### src/hw/rtl/srtf_preemptive_scheduler_top_macros.svh
// Assertion macros for the shortest-remaining-time-first scheduler.
// Included by the top level; the checks compile away when SYNTHESIS is defined.
`ifndef SRTF_PREEMPTIVE_SCHEDULER_TOP_MACROS_SVH
`define SRTF_PREEMPTIVE_SCHEDULER_TOP_MACROS_SVH

`ifndef SYNTHESIS

// The property must hold at every clock edge outside reset.
`define SRTF_ASSERT(label, prop) \
  label: assert property (@(posedge clk_i) disable iff (!rst_ni) (prop)) \
    else $error("srtf scheduler assertion failed");

// The condition must never be true outside reset.
`define SRTF_ASSERT_NEVER(label, cond) \
  `SRTF_ASSERT(label, !(cond))

`else

`define SRTF_ASSERT(label, prop)
`define SRTF_ASSERT_NEVER(label, cond)

`endif

`endif

### src/hw/rtl/srtf_pkg.sv
// Package for the shortest-remaining-time-first scheduler.
// Holds item and result types, codes and widths; used by every RTL file.
package srtf_pkg;

  localparam int MAX_PROCS_DEF = 32;
  localparam int TIME_W        = 16;
  localparam int SUM_W         = 22;
  localparam int PIDX_W        = 5;

  localparam logic [TIME_W-1:0] TIME_MAX = '1;
  localparam logic [SUM_W-1:0]  SUM_MAX  = '1;

  typedef enum logic {
    OP_LOAD = 1'b0,
    OP_TICK = 1'b1
  } op_e;

  typedef enum logic [1:0] {
    ST_LOADED = 2'd0,
    ST_FULL   = 2'd1,
    ST_RAN    = 2'd2,
    ST_IDLE   = 2'd3
  } status_e;

  typedef enum logic [3:0] {
    S_IDLE,
    S_SCAN,
    S_DECR,
    S_TIME,
    S_TAT,
    S_WAIT,
    S_SUMT,
    S_SUMW,
    S_OUT
  } state_e;

  typedef struct packed {
    op_e               operation;
    logic [TIME_W-1:0] arrival_time;
    logic [TIME_W-1:0] burst_time;
  } item_t;

  typedef struct packed {
    status_e           status;
    logic [PIDX_W-1:0] process_index;
    logic              finished;
    logic [TIME_W-1:0] completion_time;
    logic [TIME_W-1:0] turnaround;
    logic [TIME_W-1:0] waiting;
    logic [SUM_W-1:0]  total_turnaround;
    logic [SUM_W-1:0]  total_waiting;
    logic              all_done;
    logic [TIME_W-1:0] current_time;
  } result_t;

  // Write strobes of the process table.
  typedef struct packed {
    logic load;  // write arrival, burst and remaining of a new process
    logic dec;   // write back the remaining time only
  } mem_wr_t;

endpackage

### src/hw/rtl/srtf_alu.sv
// Shared add/subtract unit of the scheduler.
// Depends on srtf_pkg for the operand width.
module srtf_alu import srtf_pkg::*; (
  input  logic [SUM_W-1:0] a_i,
  input  logic [SUM_W-1:0] b_i,
  input  logic             sub_i,
  output logic [SUM_W-1:0] res_o,
  output logic             carry_o
);

  logic [SUM_W-1:0] b_eff;

  // On subtract the carry out is set when a is not below b.
  assign b_eff = sub_i ? ~b_i : b_i;
  assign {carry_o, res_o} = {1'b0, a_i} + {1'b0, b_eff} + {{SUM_W{1'b0}}, sub_i};

endmodule

### src/hw/rtl/srtf_mem.sv
// Process table: arrival, burst and remaining time of each slot.
// One write and one registered read per cycle; depends on srtf_pkg.
module srtf_mem import srtf_pkg::*; #(
  parameter int DEPTH = MAX_PROCS_DEF,
  parameter int AW    = 5
) (
  input  logic              clk_i,
  input  mem_wr_t           wr_i,
  input  logic [AW-1:0]     wr_addr_i,
  input  logic [TIME_W-1:0] wr_arrival_i,
  input  logic [TIME_W-1:0] wr_burst_i,
  input  logic [TIME_W-1:0] wr_remaining_i,
  input  logic [AW-1:0]     rd_addr_i,
  output logic [TIME_W-1:0] rd_arrival_o,
  output logic [TIME_W-1:0] rd_burst_o,
  output logic [TIME_W-1:0] rd_remaining_o
);

  logic [TIME_W-1:0] arrival_mem   [DEPTH];
  logic [TIME_W-1:0] burst_mem     [DEPTH];
  logic [TIME_W-1:0] remaining_mem [DEPTH];

  always_ff @(posedge clk_i) begin
    if (wr_i.load) begin
      arrival_mem[wr_addr_i] <= wr_arrival_i;
      burst_mem[wr_addr_i]   <= wr_burst_i;
    end
    if (wr_i.load || wr_i.dec) begin
      remaining_mem[wr_addr_i] <= wr_remaining_i;
    end
  end

  always_ff @(posedge clk_i) begin
    rd_arrival_o   <= arrival_mem[rd_addr_i];
    rd_burst_o     <= burst_mem[rd_addr_i];
    rd_remaining_o <= remaining_mem[rd_addr_i];
  end

endmodule

### src/hw/rtl/srtf_preemptive_scheduler_top.sv
// Channel   Ports                      Handshake
// item      item_i (item_t)            taken when start is high and busy is low
// result    result_o (result_t)        valid for one cycle while done_o is high
//
// A load item gives its result on the next cycle, and the block can take another
// item in that same cycle. A tick item keeps busy high while it scans the table,
// then passes S_DECR when a process runs, S_TIME, then S_TAT, S_WAIT, S_SUMT and
// S_SUMW when that process completes, and S_OUT; its result
// follows in the next cycle. The serial scan reads one slot per cycle through the
// table's single read port. Reset clears all counters, time and totals; the table
// itself needs no clearing pass. The receiver cannot stall.
//
// Top level of the shortest-remaining-time-first scheduler.
// Depends on srtf_pkg, srtf_alu, srtf_mem and the assertion macro header.
`include "srtf_preemptive_scheduler_top_macros.svh"

module srtf_preemptive_scheduler_top import srtf_pkg::*; #(
  parameter int MAX_PROCS = MAX_PROCS_DEF
) (
  input  logic    clk_i,
  input  logic    rst_ni,
  input  logic    start,
  output logic    busy,
  input  item_t   item_i,
  output logic    done_o,
  output result_t result_o
);

  localparam int IDX_W = (MAX_PROCS > 1) ? $clog2(MAX_PROCS) : 1;
  localparam int CNT_W = $clog2(MAX_PROCS + 1);
  localparam logic [CNT_W-1:0] CNT_FULL = CNT_W'(MAX_PROCS);

  // Sequencer and bookkeeping registers.
  state_e            state_q, state_d;
  logic [CNT_W-1:0]  entry_count_q, entry_count_d;
  logic [CNT_W-1:0]  completed_count_q, completed_count_d;
  logic [TIME_W-1:0] clock_time_q, clock_time_d;
  logic [SUM_W-1:0]  sum_tat_q, sum_tat_d;
  logic [SUM_W-1:0]  sum_wt_q, sum_wt_d;

  // Scan state: slot being read, slot whose data is back, best so far.
  logic [CNT_W-1:0]  issue_idx_q, issue_idx_d;
  logic              chk_vld_q, chk_vld_d;
  logic [IDX_W-1:0]  chk_idx_q, chk_idx_d;
  logic              found_q, found_d;
  logic [IDX_W-1:0]  best_q, best_d;
  logic [TIME_W-1:0] best_rt_q, best_rt_d;
  logic              fin_q, fin_d;
  logic [TIME_W-1:0] tat_q, tat_d;
  logic [TIME_W-1:0] wt_q, wt_d;

  logic              done_q, done_d;
  result_t           result_q, result_d;

  // Table interface.
  mem_wr_t           mem_wr;
  logic [IDX_W-1:0]  wr_addr;
  logic [TIME_W-1:0] wr_rem;
  logic [IDX_W-1:0]  rd_addr;
  logic [TIME_W-1:0] rd_arr, rd_bur, rd_rem;

  // Shared arithmetic unit.
  logic [SUM_W-1:0]  alu_a, alu_b, alu_res;
  logic              alu_sub, alu_carry;

  logic              accept;
  logic              eligible;
  logic [CNT_W-1:0]  entry_inc;

  srtf_mem #(
    .DEPTH (MAX_PROCS),
    .AW    (IDX_W)
  ) u_mem (
    .clk_i          (clk_i),
    .wr_i           (mem_wr),
    .wr_addr_i      (wr_addr),
    .wr_arrival_i   (item_i.arrival_time),
    .wr_burst_i     (item_i.burst_time),
    .wr_remaining_i (wr_rem),
    .rd_addr_i      (rd_addr),
    .rd_arrival_o   (rd_arr),
    .rd_burst_o     (rd_bur),
    .rd_remaining_o (rd_rem)
  );

  srtf_alu u_alu (
    .a_i     (alu_a),
    .b_i     (alu_b),
    .sub_i   (alu_sub),
    .res_o   (alu_res),
    .carry_o (alu_carry)
  );

  assign busy      = (state_q != S_IDLE);
  assign accept    = start && !busy;
  assign entry_inc = entry_count_q + CNT_W'(1);

  // The shared unit serves a different purpose in each step of a tick.
  always_comb begin
    alu_a   = '0;
    alu_b   = '0;
    alu_sub = 1'b0;
    case (state_q)
      S_SCAN: begin
        // Remaining time of the candidate against the best so far.
        alu_a   = SUM_W'(rd_rem);
        alu_b   = SUM_W'(best_rt_q);
        alu_sub = 1'b1;
      end
      S_DECR: begin
        alu_a   = SUM_W'(best_rt_q);
        alu_b   = SUM_W'(1);
        alu_sub = 1'b1;
      end
      S_TIME: begin
        alu_a = SUM_W'(clock_time_q);
        alu_b = SUM_W'(1);
      end
      S_TAT: begin
        alu_a   = SUM_W'(clock_time_q);
        alu_b   = SUM_W'(rd_arr);
        alu_sub = 1'b1;
      end
      S_WAIT: begin
        alu_a   = SUM_W'(tat_q);
        alu_b   = SUM_W'(rd_bur);
        alu_sub = 1'b1;
      end
      S_SUMT: begin
        alu_a = sum_tat_q;
        alu_b = SUM_W'(tat_q);
      end
      S_SUMW: begin
        alu_a = sum_wt_q;
        alu_b = SUM_W'(wt_q);
      end
      default: begin
        alu_a = '0;
      end
    endcase
  end

  // A slot is a candidate when it has work left, has arrived, and beats the
  // best so far strictly, so the lowest slot wins a tie.
  assign eligible = chk_vld_q && (rd_rem != '0) && (rd_arr <= clock_time_q) &&
                    (!found_q || !alu_carry);

  always_comb begin
    state_d           = state_q;
    entry_count_d     = entry_count_q;
    completed_count_d = completed_count_q;
    clock_time_d      = clock_time_q;
    sum_tat_d         = sum_tat_q;
    sum_wt_d          = sum_wt_q;
    issue_idx_d       = issue_idx_q;
    chk_vld_d         = 1'b0;
    chk_idx_d         = chk_idx_q;
    found_d           = found_q;
    best_d            = best_q;
    best_rt_d         = best_rt_q;
    fin_d             = fin_q;
    tat_d             = tat_q;
    wt_d              = wt_q;
    done_d            = 1'b0;
    result_d          = result_q;
    mem_wr            = '0;
    wr_addr           = best_q;
    wr_rem            = item_i.burst_time;
    rd_addr           = best_q;

    case (state_q)
      S_IDLE: begin
        if (accept) begin
          if (item_i.operation == OP_LOAD) begin
            done_d = 1'b1;
            result_d = '0;
            result_d.total_turnaround = sum_tat_q;
            result_d.total_waiting    = sum_wt_q;
            result_d.current_time     = clock_time_q;
            if (entry_count_q < CNT_FULL) begin
              mem_wr.load            = 1'b1;
              wr_addr                = entry_count_q[IDX_W-1:0];
              entry_count_d          = entry_inc;
              result_d.status        = ST_LOADED;
              result_d.process_index = PIDX_W'(entry_count_q);
              result_d.all_done      = (completed_count_q == entry_inc);
            end else begin
              result_d.status   = ST_FULL;
              result_d.all_done = (completed_count_q == entry_count_q);
            end
          end else begin
            issue_idx_d = '0;
            found_d     = 1'b0;
            fin_d       = 1'b0;
            state_d     = S_SCAN;
          end
        end
      end

      S_SCAN: begin
        // One read issued per cycle; its data is checked on the next cycle.
        rd_addr = issue_idx_q[IDX_W-1:0];
        if (issue_idx_q < entry_count_q) begin
          issue_idx_d = issue_idx_q + CNT_W'(1);
          chk_vld_d   = 1'b1;
          chk_idx_d   = issue_idx_q[IDX_W-1:0];
        end
        if (eligible) begin
          found_d   = 1'b1;
          best_d    = chk_idx_q;
          best_rt_d = rd_rem;
        end
        if (!(issue_idx_q < entry_count_q) && !chk_vld_q) begin
          state_d = found_q ? S_DECR : S_TIME;
        end
      end

      S_DECR: begin
        // Run the chosen process for one unit; the read of its slot fetches
        // arrival and burst for the completion figures.
        mem_wr.dec = 1'b1;
        wr_rem     = alu_res[TIME_W-1:0];
        best_rt_d  = alu_res[TIME_W-1:0];
        fin_d      = (alu_res[TIME_W-1:0] == '0);
        if (alu_res[TIME_W-1:0] == '0) begin
          completed_count_d = completed_count_q + CNT_W'(1);
        end
        state_d = S_TIME;
      end

      S_TIME: begin
        clock_time_d = alu_res[TIME_W] ? TIME_MAX : alu_res[TIME_W-1:0];
        state_d      = fin_q ? S_TAT : S_OUT;
      end

      S_TAT: begin
        tat_d   = alu_carry ? alu_res[TIME_W-1:0] : '0;
        state_d = S_WAIT;
      end

      S_WAIT: begin
        wt_d    = alu_carry ? alu_res[TIME_W-1:0] : '0;
        state_d = S_SUMT;
      end

      S_SUMT: begin
        sum_tat_d = alu_carry ? SUM_MAX : alu_res;
        state_d   = S_SUMW;
      end

      S_SUMW: begin
        sum_wt_d = alu_carry ? SUM_MAX : alu_res;
        state_d  = S_OUT;
      end

      S_OUT: begin
        done_d                    = 1'b1;
        result_d                  = '0;
        result_d.total_turnaround = sum_tat_q;
        result_d.total_waiting    = sum_wt_q;
        result_d.all_done         = (completed_count_q == entry_count_q);
        result_d.current_time     = clock_time_q;
        if (found_q) begin
          result_d.status        = ST_RAN;
          result_d.process_index = PIDX_W'(best_q);
          if (fin_q) begin
            result_d.finished        = 1'b1;
            result_d.completion_time = clock_time_q;
            result_d.turnaround      = tat_q;
            result_d.waiting         = wt_q;
          end
        end else begin
          result_d.status = ST_IDLE;
        end
        state_d = S_IDLE;
      end

      default: begin
        state_d = S_IDLE;
      end
    endcase
  end

  always_ff @(posedge clk_i or negedge rst_ni) begin
    if (!rst_ni) begin
      state_q           <= S_IDLE;
      entry_count_q     <= '0;
      completed_count_q <= '0;
      clock_time_q      <= '0;
      sum_tat_q         <= '0;
      sum_wt_q          <= '0;
      chk_vld_q         <= 1'b0;
      done_q            <= 1'b0;
    end else begin
      state_q           <= state_d;
      entry_count_q     <= entry_count_d;
      completed_count_q <= completed_count_d;
      clock_time_q      <= clock_time_d;
      sum_tat_q         <= sum_tat_d;
      sum_wt_q          <= sum_wt_d;
      chk_vld_q         <= chk_vld_d;
      done_q            <= done_d;
    end
  end

  // Working values of a tick and the result register carry no reset.
  always_ff @(posedge clk_i) begin
    issue_idx_q <= issue_idx_d;
    chk_idx_q   <= chk_idx_d;
    found_q     <= found_d;
    best_q      <= best_d;
    best_rt_q   <= best_rt_d;
    fin_q       <= fin_d;
    tat_q       <= tat_d;
    wt_q        <= wt_d;
    result_q    <= result_d;
  end

  assign done_o   = done_q;
  assign result_o = result_q;

  // No more processes can complete than were loaded.
  `SRTF_ASSERT(a_count_order, completed_count_q <= entry_count_q)
  // A load item always gives its result on the next cycle.
  `SRTF_ASSERT(a_load_result, accept && (item_i.operation == OP_LOAD) |=> done_o)
  // A result is only shown once the sequencer has returned to idle.
  `SRTF_ASSERT_NEVER(a_done_while_busy, done_o && busy)
  // Scheduler time never runs backward.
  `SRTF_ASSERT(a_time_monotonic, 1'b1 |=> clock_time_q >= $past(clock_time_q))

endmodule
### config.mk
export PLATFORM = sky130hd
export DESIGN_NAME = srtf_preemptive_scheduler_top
export DESIGN_NICKNAME = d
export VERILOG_FILES = /design/src/hw/rtl/srtf_pkg.sv /design/src/hw/rtl/srtf_alu.sv /design/src/hw/rtl/srtf_mem.sv /design/src/hw/rtl/srtf_preemptive_scheduler_top.sv
export VERILOG_INCLUDE_DIRS = /design/src /design/src/hw/rtl
export SDC_FILE = /design/constraint.sdc
export NUM_CORES = 2
export LEC_CHECK = 0
export BUFFER_PORTS_ARGS = -buffer_cell sky130_fd_sc_hd__buf_2
export CAP_MARGIN = 5
export CORE_ASPECT_RATIO = 1.4
export CORE_MARGIN = 2
export CORE_UTILIZATION = 48
export CTS_BUF_LIST = sky130_fd_sc_hd__clkbuf_8
export DETAILED_ROUTE_END_ITERATION = 6
export PLACE_DENSITY = 0.63
export SYNTH_ARGS = -nofsm -noshare
export SYNTH_HDL_FRONTEND = slang
export SYNTH_SLANG_ARGS = --single-unit
### constraint.sdc
create_clock -name clk_i -period 6.1 [get_ports clk_i]
set_input_delay 0 -clock clk_i [delete_from_list [all_inputs] [get_ports clk_i]]
set_output_delay 0 -clock clk_i [all_outputs]
set_load 0.02 [all_outputs]
==> key figures <==
Critical path
  – CP max stage delay: approximately 850 ps
  – CP required: 6720 ps
  – CP top delay family: compound AO/OA/AOI/OAI gates
  – R2R setup slack: a little under 600 ps
  – Critical Path Fanout Max: 32
  – Reg-to-reg startpoint: state_q[2]
  – Critical Path Start Type: flop
  – Cell chain of the critical path: or2_1 > or2_1 > inv_2 > a222oi_1 > nand3_1 > ha_1 > nand2_1 > o21ai_0 > nor3_1 > and3_2 > o21bai_1 > a21oi_1 > xor2_1 > buf_4 > o21ai_2
  – Worst Path Arrival: 6120 ps
  – CP endpoint kind: flop
  – Crit path buffers/inverters: 2
  – Critical path's slowest cell: o21ai_2
  – Reg2reg end: u_mem.remaining_mem[17][15]
  – Reg2Reg Depth: 15
  – Critical path's most frequent cell: or2_1
  – Crit Path Category: flop to flop

STA
  – Slew HR: 22.98%
  – Final Hold Fails: 0
  – Setup TNS: 0 ps
  – Slew Limit Fails: 0
  – Post-layout minimum cycle time: 5503 ps
  – Final worst-path cycle share: 90.21%
  – Final Skew: 68.69 ps
  – Peak Freq: approximately 180 MHz
  – Worst slew pin tran: between 1000 and 1500 ps
  – RSZ-0062 raised after global routing: no
  – Final setup vio count: 0
  – Min Hold Slack: 79.70 ps

CTS
  – CTS tree: built
  – Clk pin slew, worst setup/hold paths: 60 ps
  – Root buf cell: clkbuf_8
  – Total CTS buffers: between 200 and 300
  – CTS max path bufs: 4
  – Worst-Skew Late Latency: 1020 ps
  – Post_cts resized: 0
  – H-tree depth: 5
  – Clock sink count: 1,845

Pwr
  – P_leak: 28.12 nW
  – VDD IR max: 494.0 uV
  – Power Density: ~540 nW/um^2

Yosys
  – Syn. warnings: 0
  – Synth Instances: approximately 4,100
  – Post-synth top flop: edfxtp_1
  – Syn nets: 4,186
  – Avg Inst Size Synth: 17.75 sq um
  – Post-synth EDFFs: 1,719
  – Number of unique standard cell types used by synthesis: 83
  – Post-synthesis instance area: 72,830 sq um
  – Yosys reg bits: 1,845
  – Post-synthesis sequential area ratio: 74.88%
  – Asr flop ratio synth: 4.228%

GRT
  – Vias in the first global route: 40,776
  – Global-route wire length before repair: 280,200 um
  – Grt ovf: 0
  – GRT Total Usage: 25.13%
  – Initial antenna violation count: 10
  – Largest net degree at the start of global routing: 97

Detailed routing
  – DRT antenna net count: 0
  – First-pass DRT Iterations: 7
  – Final wirelength: roughly 190,000 um
  – Via/cell ratio: 5.966
  – Initial drt markers: 4,057
  – DRC: 0
  – Detailed-route via count: 39,994
  – Routed wire per std cell: 28.89 um

Min path
  – Hold Crit Class: input pin to flop
  – Hold_sp: item_i[19]
  – Worst Hold Depth: 2
  – End of the worst hold path: u_mem.arrival_mem[12][3]

Final layout
  – Post-Layout Cell Count: 6,704
  – Post-route design area: 82,840 sq um
  – Nets: 4,632
  – Layout cells sized above 1: 24.07%
  – Area growth syn-to-layout: 13.75%

Placement
  – HPWL after detailed placement: 113,800 um
  – Cell Area, Placed: 77,210 sq um
  – GP Congestion: 0.9215
  – # port buffers: 154
  – Placed cells: 6,173

Die
  – Horiz. Die Dim: 333.2 um
  – Die Y: 464.9 um
  – # IOs: about 160
  – Initial Util: 48.17%
  – Row count: 169
  – DIE AREA: 154,900 sq um
  – Core footprint: ~150,000 sq um

Status
  – Status: finished clean

Flow run
  – Max-cap violation count: 0
[layout by cell type (no fill, tap or decap), drive strengths merged, types with 10 or more instances in the layout]
cell type | synthesis | final
nor2 | 179 | 179
mux2i | 11 | 11
and2 | 63 | 63
a222oi | 22 | 22
edfxtp | 1719 | 1719
ha | 45 | 45
dfrtp | 78 | 78
nand3 | 281 | 281
clkinv | 0 | 57
clkbuf | 152 | 297
a22oi | 38 | 38
bufinv | 0 | 10
nand2b | 10 | 10
a21oi | 64 | 64
o21ai | 98 | 98
inv | 33 | 134
dfxtp | 48 | 48
nand4 | 16 | 16
a31oi | 33 | 33
buf | 77 | 333
xnor2 | 28 | 28
nor3 | 10 | 10
o21a | 13 | 13
dlygate4sd3 | 0 | 53
a21o | 17 | 17
nor2b | 10 | 10
nand2 | 552 | 552
mux4 | 385 | 385
xor2 | 22 | 22
[what timing repair did]
| action | in CTS | in global routing |
|---|---|---|
| hold buffers | 54 | 0 |
| buffers inserted | 0 | 0 |
| hold endpoints to repair | 1387 | 0 |
[power by group]
group          leakage (nW)  total (mW)  switching, mW  internal, mW
clock network          2.95        9.53           4.62          4.91
logic                  8.37        18.8           12.1          6.73
registers              16.8        16.2          0.871          15.3
[registers in the layout, indices dropped and copies added, names as in the netlist, 4 cells and up]
| name | cells |
|---|---|
| best_q | 5 |
| best_rt_q | 16 |
| chk_idx_q | 5 |
| clock_time_q | 16 |
| completed_count_q | 6 |
| entry_count_q | 6 |
| issue_idx_q | 6 |
| result_o | 117 |
| state_q | 4 |
| sum_tat_q | 22 |
| sum_wt_q | 22 |
| tat_q | 16 |
| u_mem.arrival_mem | 512 |
| u_mem.burst_mem | 512 |
| u_mem.rd_arrival_o | 16 |
| u_mem.rd_burst_o | 16 |
| u_mem.rd_remaining_o | 16 |
| u_mem.remaining_mem | 512 |
| wt_q | 16 |
[per-stage QoR]
step / power, mW / util (%) / setup slack [ps]
after floorplan: 27.48 / - / 247.0
after global placement: 35.15 / 51.07 / 796.2
after detailed placement: 35.23 / 51.07 / 680.1
after CTS: 44.80 / 54.79 / 639.4
after global routing: 46.50 / 54.79 / 155.2
final: 44.53 / 54.80 / 596.9
[how the worst max path moves through the flow]
| stage | start | end | slack (ps) | cells after the start |
|---|---|---|---|---|
| floorplan | state_q[3] | u_mem.remaining_mem[0][15] | 250 | 18 |
| global placement | state_q[2] | u_mem.remaining_mem[2][15] | 800 | 16 |
| detailed placement | state_q[2] | u_mem.remaining_mem[12][15] | 680 | 15 |
| CTS | state_q[2] | u_mem.remaining_mem[21][15] | 640 | 15 |
| global route | state_q[2] | u_mem.remaining_mem[21][15] | 160 | 15 |
| finish | state_q[2] | u_mem.remaining_mem[17][15] | 600 | 15 |
[synthesized netlist by cell type (all sizes together) (5+ instances only)]
cell type,n,area share [%]
a211oi,7,0.079
a21o,17,0.18
a21oi,64,0.44
a222oi,22,0.30
a22o,6,0.072
a22oi,38,0.39
a31oi,33,0.28
and2,63,0.54
and3,8,0.070
buf,77,0.48
clkbuf,152,0.80
dfrtp,78,2.7
dfxtp,48,1.3
edfxtp,1719,71
ha,45,0.77
inv,33,0.17
mux2i,11,0.15
mux4,385,12
nand2,552,2.8
nand2b,10,0.086
nand3,281,1.9
nand4,16,0.14
nor2,179,0.92
nor2b,10,0.086
nor3,10,0.069
nor3b,5,0.067
nor4,7,0.081
o2111ai,5,0.069
o21a,13,0.13
o21ai,98,0.68
o31ai,8,0.082
or3,8,0.069
xnor2,28,0.34
xor2,22,0.29
[kinds of logic after synthesis]
kind of cell | Yosys count | share of synthesized area, %
flops | 1845 | 74.88
fa+ha+maj | 46 | 0.8006
mux | 398 | 12.09
compound gates | 337 | 3.048
simple gates | 1166 | 7.104
buf+inv | 262 | 1.450
xor+xnor | 50 | 0.6271
[final cells by class]
| type | instances | area, sq um |
|---|---|---|
| tap | 1966 | 2460 |
| antenna | 5 | 12.51 |
| sequential | 1845 | 54530 |
| fill | 11710 | 68340 |
| clock inverter | 175 | 979.7 |
| inverter | 33 | 123.9 |
| timing repair buffer | 386 | 2985 |
| clock buffer | 297 | 4088 |
| multi-input combinational | 1997 | 17660 |
[metal layers]
metal	global-route usage [%]	part of all wire, %	routed length [um]
met3	4.384	6.3	12290
met4	9.523	3.8	7344
met1	31.99	38	74250
met5	0	0.012	24
met2	43.20	52	99750
(Power assumes the default switching activity.)
